## src/design/assert_macros.svh

```systemverilog
// Assertion helpers included by the segment table design.
`ifndef ASSERT_MACROS_SVH
`define ASSERT_MACROS_SVH

// Clocked check that is switched off while reset is applied.
`define CACK_ASSERT(lbl, clk, rst_n, prop, msg) \
	lbl: assert property (@(posedge clk) disable iff (!rst_n) prop) else $error(msg);

// Clocked check that holds during reset as well.
`define CACK_ASSERT_ALWAYS(lbl, clk, prop, msg) \
	lbl: assert property (@(posedge clk) prop) else $error(msg);

`endif

```

## src/design/cack_pkg.sv

```systemverilog
// ----------------------------------------------------------------------------
// cack_pkg
// Shared constants and types for the cumulative acknowledgment segment table.
// ----------------------------------------------------------------------------
package cack_pkg;

	localparam int SEG_SLOTS = 16;
	localparam int CNT_W     = $clog2(SEG_SLOTS + 1);
	localparam int RND_W     = $clog2(SEG_SLOTS);

	localparam logic [1:0] OP_APPEND  = 2'd0;
	localparam logic [1:0] OP_QUERY   = 2'd1;
	localparam logic [1:0] OP_RELEASE = 2'd2;

	localparam logic [1:0] ST_OK    = 2'd0;
	localparam logic [1:0] ST_FULL  = 2'd1;
	localparam logic [1:0] ST_EMPTY = 2'd2;

	// Priority chain that runs from the oldest cell to the newest one.
	typedef struct packed {
		logic        hit;
		logic [15:0] len;
	} chain_t;

	typedef enum logic {
		S_IDLE,
		S_SCAN
	} state_t;

endpackage

```

## src/design/cack_cell.sv

```systemverilog
// ----------------------------------------------------------------------------
// cack_cell
// One record of the segment table with its sequence compare and priority link.
// ----------------------------------------------------------------------------
module cack_cell import cack_pkg::*; (
	input  logic        clk,
	input  logic        load,
	input  logic        shift,
	input  logic [31:0] wr_seq,
	input  logic [15:0] wr_len,
	input  logic [31:0] nbr_seq,
	input  logic [15:0] nbr_len,
	input  logic        live,
	input  logic [31:0] ack,
	input  chain_t      chain_in,
	output logic [31:0] rec_seq,
	output logic [15:0] rec_len,
	output chain_t      chain_out
);

	logic [31:0] record_seq_q;
	logic [15:0] record_len_q;

	// A release moves the younger neighbor's record down one place.
	always_ff @(posedge clk) begin
		if (shift) begin
			record_seq_q <= nbr_seq;
			record_len_q <= nbr_len;
		end else if (load) begin
			record_seq_q <= wr_seq;
			record_len_q <= wr_len;
		end
	end

	assign rec_seq = record_seq_q;
	assign rec_len = record_len_q;

	// An older match already on the chain takes precedence.
	always_comb begin
		chain_out.hit = chain_in.hit | (live & (record_seq_q == ack));
		chain_out.len = chain_in.hit ? chain_in.len : record_len_q;
	end

endmodule

```

## src/design/cumulative_ack_from_segment_table.sv

```systemverilog
// ----------------------------------------------------------------------------
// cumulative_ack_from_segment_table
// Segment record queue with a cumulative acknowledgment search.
// ----------------------------------------------------------------------------
// Append and release words have their result registered the cycle after
// acceptance. A query moves the acknowledgment point one advance per cycle
// through the compare chain of the record cells, and its search stops at the
// first round without an advance. At the bound of SEG_SLOTS advances no closing
// compare round is needed. One word is in work at a time. Reset (arst_n low)
// empties the table and drops any pending result word.
module cumulative_ack_from_segment_table import cack_pkg::*; (
	input  logic        clk,
	input  logic        arst_n,
	input  logic        in_valid,
	output logic        in_stall,
	input  logic [1:0]  op,
	input  logic [31:0] seg_seq,
	input  logic [15:0] seg_len,
	input  logic [31:0] start_ack,
	output logic        out_valid,
	input  logic        out_stall,
	output logic [31:0] ack_value,
	output logic [1:0]  status,
	output logic [4:0]  entries_in_use
);

`include "assert_macros.svh"

	// The table is kept as a queue of cells ordered by age: cell 0 holds the
	// oldest live record and cell count_q-1 the newest. An append writes cell
	// count_q, and a release shifts every cell one place toward cell 0, so
	// the ring indices of the original scheme reduce to a single fill count.
	logic [CNT_W-1:0] count_q;
	state_t           state_q, state_d;
	logic [31:0]      scan_ack_q;
	logic [RND_W-1:0] round_q;

	logic             out_valid_q;
	logic [31:0]      ack_value_q;
	logic [1:0]       status_q;
	logic [CNT_W-1:0] entries_q;

	logic             in_take;
	logic             out_take;
	logic             do_append;
	logic             do_release;
	logic             full;
	logic             empty;
	logic             advance;
	logic             scan_done;
	logic [31:0]      ack_next;

	logic [31:0] cell_seq [SEG_SLOTS];
	logic [15:0] cell_len [SEG_SLOTS];
	chain_t      chain    [SEG_SLOTS+1];

	// A new word waits while a query is being searched or while the result
	// register is still full and not being drained in this cycle.
	assign in_stall = (state_q != S_IDLE) | (out_valid_q & out_stall);
	assign in_take  = in_valid & ~in_stall;
	assign out_take = out_valid_q & ~out_stall;

	assign full       = (count_q == CNT_W'(SEG_SLOTS));
	assign empty      = (count_q == '0);
	assign do_append  = in_take & (op == OP_APPEND) & ~full;
	assign do_release = in_take & (op == OP_RELEASE) & ~empty;

	// The chain enters at the oldest cell with no match.
	assign chain[0] = '0;

	for (genvar i = 0; i < SEG_SLOTS; i++) begin : g_cell
		logic [31:0] nbr_seq;
		logic [15:0] nbr_len;

		// The youngest cell has no neighbor; its content is stale after a
		// release and is never read as live.
		if (i == SEG_SLOTS - 1) begin : g_last
			assign nbr_seq = cell_seq[i];
			assign nbr_len = cell_len[i];
		end else begin : g_mid
			assign nbr_seq = cell_seq[i+1];
			assign nbr_len = cell_len[i+1];
		end

		cack_cell u_cell (
			.clk       (clk),
			.load      (do_append & (count_q == CNT_W'(i))),
			.shift     (do_release),
			.wr_seq    (seg_seq),
			.wr_len    (seg_len),
			.nbr_seq   (nbr_seq),
			.nbr_len   (nbr_len),
			.live      (CNT_W'(i) < count_q),
			.ack       (scan_ack_q),
			.chain_in  (chain[i]),
			.rec_seq   (cell_seq[i]),
			.rec_len   (cell_len[i]),
			.chain_out (chain[i+1])
		);
	end

	// One search round per cycle: the oldest matching record wins. A match
	// of zero length cannot move the point, so it ends the search as if
	// nothing matched. The search also ends after SEG_SLOTS advances.
	assign advance   = chain[SEG_SLOTS].hit & (chain[SEG_SLOTS].len != '0);
	assign ack_next  = scan_ack_q + 32'(chain[SEG_SLOTS].len);
	assign scan_done = (state_q == S_SCAN) &
		(~advance | (round_q == RND_W'(SEG_SLOTS - 1)));

	always_comb begin
		state_d = state_q;
		unique case (state_q)
			S_IDLE: begin
				if (in_take && op == OP_QUERY) begin
					state_d = S_SCAN;
				end
			end
			S_SCAN: begin
				if (scan_done) begin
					state_d = S_IDLE;
				end
			end
			default: state_d = S_IDLE;
		endcase
	end

	always_ff @(posedge clk or negedge arst_n) begin
		if (!arst_n) begin
			state_q <= S_IDLE;
		end else begin
			state_q <= state_d;
		end
	end

	// Fill count of the table.
	always_ff @(posedge clk or negedge arst_n) begin
		if (!arst_n) begin
			count_q <= '0;
		end else if (do_append) begin
			count_q <= count_q + CNT_W'(1);
		end else if (do_release) begin
			count_q <= count_q - CNT_W'(1);
		end
	end

	// Search point and round counter.
	always_ff @(posedge clk) begin
		if (in_take && op == OP_QUERY) begin
			scan_ack_q <= start_ack;
			round_q    <= '0;
		end else if (state_q == S_SCAN && advance) begin
			scan_ack_q <= ack_next;
			round_q    <= round_q + RND_W'(1);
		end
	end

	// Result register. Append, release and unused codes report at once;
	// a query reports when its search ends. During a search the register
	// is known to be empty, since the query was only taken when it drained.
	always_ff @(posedge clk or negedge arst_n) begin
		if (!arst_n) begin
			out_valid_q <= 1'b0;
		end else if ((in_take && op != OP_QUERY) || scan_done) begin
			out_valid_q <= 1'b1;
		end else if (out_take) begin
			out_valid_q <= 1'b0;
		end
	end

	always_ff @(posedge clk) begin
		if (scan_done) begin
			ack_value_q <= advance ? ack_next : scan_ack_q;
			status_q    <= ST_OK;
			entries_q   <= count_q;
		end else if (in_take && op != OP_QUERY) begin
			ack_value_q <= '0;
			entries_q   <= count_q;
			status_q    <= ST_OK;
			priority if (op == OP_APPEND) begin
				if (full) begin
					status_q <= ST_FULL;
				end else begin
					entries_q <= count_q + CNT_W'(1);
				end
			end else if (op == OP_RELEASE) begin
				if (empty) begin
					status_q <= ST_EMPTY;
				end else begin
					entries_q <= count_q - CNT_W'(1);
				end
			end else begin
				// The unused code changes nothing and reports ok.
				status_q <= ST_OK;
			end
		end
	end

	assign out_valid      = out_valid_q;
	assign ack_value      = ack_value_q;
	assign status         = status_q;
	assign entries_in_use = 5'(entries_q);

	// The fill count never passes the table depth.
	`CACK_ASSERT(a_count_bound, clk, arst_n, count_q <= CNT_W'(SEG_SLOTS), "fill count overflow")

	// A search runs only while the result register is empty.
	`CACK_ASSERT(a_scan_out_empty, clk, arst_n, (state_q == S_SCAN) |-> !out_valid_q,
		"result pending during search")

	// An accepted query always starts a search.
	`CACK_ASSERT(a_query_scan, clk, arst_n,
		(in_take && op == OP_QUERY) |=> (state_q == S_SCAN), "query did not start a search")

	// An accepted append into a table with room grows the count by one.
	`CACK_ASSERT(a_append_count, clk, arst_n,
		do_append |=> (count_q == $past(count_q) + CNT_W'(1)), "append did not grow the table")

endmodule

```

## config.mk

```make
export PLATFORM = sky130hd
export DESIGN_NAME = cumulative_ack_from_segment_table
export DESIGN_NICKNAME = d
export VERILOG_FILES = /design/src/design/cack_pkg.sv /design/src/design/cack_cell.sv /design/src/design/cumulative_ack_from_segment_table.sv
export VERILOG_INCLUDE_DIRS = /design/src /design/src/design
export SDC_FILE = /design/constraint.sdc
export NUM_CORES = 2
export LEC_CHECK = 0
export BUFFER_PORTS_ARGS = -buffer_cell sky130_fd_sc_hd__buf_2
export CAP_MARGIN = 20
export CORE_UTILIZATION = 45
export CTS_BUF_LIST = sky130_fd_sc_hd__clkbuf_8
export DETAILED_ROUTE_END_ITERATION = 10
export GPL_TIMING_DRIVEN = 0
export SLEW_MARGIN = 15
export SYNTH_ARGS = -nofsm -noshare
export SYNTH_HDL_FRONTEND = slang
export SYNTH_SLANG_ARGS = --single-unit
```

## constraint.sdc

```tcl
create_clock -name clk -period 21.3 [get_ports clk]
set_clock_uncertainty 0.1 [all_clocks]
set_input_delay 4.26 -clock clk [delete_from_list [all_inputs] [get_ports clk]]
set_output_delay 4.26 -clock clk [all_outputs]
set_load 0.01 [all_outputs]
```

==> flow_summary.json <==
{
  "cellPowerDensity_mw_per_mm2": 79.7,
  "worst_pin_slew_ns": 1.26,
  "ys_ff_latch": 850,
  "max_freq_mhz": 106,
  "synthMuxAreaShare_pct": 0.386,
  "report.final.slew_viol_count": 0,
  "rrSetupSlack_ns": 12.15,
  "final_cell_mix": "edfxtp_1, a21o_1, xnor2_1",
  "min-delay-start": "g_cell[11].u_cell.rec_len[10]",
  "layoutNonFillerInstCount": 5556,
  "cp_slowest_stage_delay_ns": 0.41,
  "grt_setup_unrepaired": "false",
  "die_w_um": 320,
  "p_int_uw": 2880,
  "hold_end": "g_cell[10].u_cell.rec_len[10]",
  "cts_tree": "built",
  "finalHoldViolCount": 0,
  "synthesis.area_mm2": 0.0454,
  "dp.cells": 5270,
  "yosys-top-cells-area": "edfxtp_1, a21o_1, xnor2_1",
  "globalplace.congestion": 1.03,
  "cts_resized": 0,
  "clkPwrFrac_pct": 35.4,
  "drc_errors": 0,
  "postPlaceCellArea_mm2": 0.0488,
  "port_buffers": 124,
  "clkLatencyLatePin_ns": 0.86,
  "multi_input_area_mm2": 0.0185,
  "worstSetupPathType": "input port to output pin",
  "synth.distinct_cells": 96,
  "crit_arrival_ns": 5.03,
  "reg2reg_to": "scan_ack_q[22]",
  "regArea_mm2": 0.0254,
  "grt_pass1_wl_um": 263000,
  "fin_crit_sh_pct": 44.1,
  "p_total_uw": 4110,
  "synth-async-reset-ratio_pct": 0.824,
  "cp_max_fo": 3,
  "crit_start": "out_stall",
  "dp_hpwl_um": 155000,
  "comb_power_share_pct": 16.0,
  "root_buffer": "clkbuf_8",
  "switching_power_uw": 1230,
  "fp.coreArea_mm2": 0.100,
  "htree_levels": 4,
  "final_area_mm2": 0.0516,
  "die_y_um": 320,
  "synth_top_flop_cell": "edfxtp_1",
  "synth_xor_area_share_pct": 10.5,
  "period_needed_ns": 9.39,
  "seqPwrFrac_pct": 48.7,
  "path_cells": "buf_2 > a21oi_1 > inv_1 > buf_2",
  "fill_cells": 8945,
  "status": "finished clean",
  "synth-edff-count": 837,
  "cts.sinks": 850,
  "tns_ns": 0,
  "wl_um": 193000,
  "r2r-start": "scan_ack_q[9]",
  "crit_slowest_cell": "a21oi_1",
  "drv_cap": 0,
  "grt_pass1_vias": 33400,
  "start_kind": "input port",
  "cp.required_ns": 16.94,
  "synth_cells": 3792,
  "setup_viol": 0,
  "cts_buffer_depth": 3,
  "ys_seq_area_share_pct": 56.0,
  "dieArea_mm2": 0.102,
  "grt_max_degree": 35,
  "whs_path_depth": 1,
  "final_nets": 4243,
  "yosys.area.top_type": "edfxtp_1",
  "cts_hold_buf": 0,
  "reg2regPathDepth": 26,
  "clk_pin_slew_ns": 0.05,
  "cp-end-kind": "output pin",
  "vias": 34800,
  "avgSynthCellArea_um2": 12.0,
  "relSlewSlack_pct": 15.2,
  "synth_top_cell_area_share_pct": 55.4,
  "hp-class": "flop to flop",
  "routedWlPerCell_um": 34.7,
  "cts_setup_buffers": 0,
  "p_leak_uw": 0.0205,
  "swShare_pct": 29.9,
  "ys_warn_count": 0,
  "io_pins": 127,
  "first_iter_violations": 4519,
  "antenna_found_initial": 15,
  "drive_above_1_share_pct": 12.4,
  "synth_fp_nets": 3901,
  "row_count": 116,
  "synth-compound-area-share_pct": 17.0,
  "peakVddDrop_mv": 0.0465,
  "worst_path_most_repeated_cell": "buf_2",
  "yosys.area_share.simple_pct": 11.7,
  "synth_fa_ha_area_share_pct": 0.651,
  "synth_top_family_by_area": "compound AO/OA/AOI/OAI gates",
  "layout_commonest_cell": "edfxtp_1",
  "holdWs_ns": 0.427,
  "grt_usage_pct": 37.4,
  "ant_nets": 0,
  "overflow": 0,
  "area_growth_pct": 13.6,
  "viasPerCell": 6.27,
  "start_util_pct": 45.4,
  "cts_buffers": 157,
  "firstDrtPassIters": 9
}
==> cells in the mapped netlist, drive strengths merged, types with 7 or more instances <==
cell	n
o31ai	8
a311oi	13
o41ai	7
nor4b	11
o21a	9
and4	10
or2	8
dfrtp	7
nand3	82
nand3b	8
a211oi	11
ha	22
o21ai	87
nand2	163
o22ai	10
mux2i	13
nand4	177
and3	30
a21o	740
a21oi	77
nand2b	15
nor2b	15
or3	41
buf	93
a2111oi	8
xor2	183
xnor2	363
nor4	100
nor2	109
inv	43
or4	12
o21bai	7
o211ai	11
o2111ai	8
nor3	58
and2	66
clkbuf	221
edfxtp	837
a31oi	11
==> worst max-delay path by stage <==
stage / end / depth (start not counted) / slack, ns
2_1_floorplan: g_cell[15].u_cell.rec_len[0] / 7 / 10.82
3_3_place_gp: g_cell[15].u_cell.rec_seq[11] / 7 / 4.80
3_5_place_dp: in_stall / 4 / 11.92
4_1_cts: in_stall / 4 / 11.91
5_1_grt: scan_ack_q[31] / 27 / 11.90
6_report: in_stall / 4 / 11.91
==> power groups by stage <==
stage	clock, µW	combinational [µW]	sequential [µW]
2_1_floorplan	0	349	2030
3_3_place_gp	0	600	2050
3_5_place_dp	0	634	2030
4_1_cts	1460	638	2000
5_1_grt	1520	681	2010
6_report	1450	656	2000
==> layout make-up <==
class / count / share of cell area [%]
sequential: 850 / 49.3
multi-input combinational: 2584 / 35.9
clock buffer: 163 / 4.35
tap: 1298 / 3.15
timing repair buffer: 183 / 2.99
buffer: 314 / 2.94
clock inverter: 112 / 0.987
inverter: 44 / 0.320
antenna: 8 / 0.0388
==> metal layers <==
layer | wire length, µm | vias to the layer above | part of all wire (%) | GRT usage [%]
li1 | - | 15000 | - | -
met1 | 76900 | 17400 | 40 | 48.7
met2 | 86800 | 2070 | 45 | 58.3
met3 | 17600 | 394 | 9.1 | 7.72
met4 | 11600 | 2 | 6.0 | 21.0
met5 | 13 | - | 0.0067 | 0
==> registers in the layout, indices dropped and copies added (netlist names) <==
name	cells
ack_value	32
count_q	5
state_q	1
g_cell.u_cell.rec_seq	512
round_q	4
entries_in_use	5
out_valid	1
status	2
scan_ack_q	32
g_cell.u_cell.rec_len	256
==> worst max-delay path, delay by kind of cell <==
kind	cells	cell delay (ns)
compound gates	1	0.41
buf+inv	3	0.35
==> cells by family (layout without fill, tap and decap cells) <==
kind of cell	after synthesis	count (layout)
AND/OR/NAND/NOR	936	936
AO/OA/AOI/OAI	1062	1062
multiplexers	17	17
flip-flops	850	850
XOR/XNOR	546	546
buffers and inverters	358	816
other	0	8
adder cells (fa/ha/maj)	23	23
==> through the flow <==
stage	util, %	setup slack [ns]
detailed placement	48.8	11.92
finish	51.6	11.91
CTS	51.5	11.91
global placement	47.6	4.80
global route	51.6	11.90
floorplan	-	10.82
(Power assumes the default switching activity.)
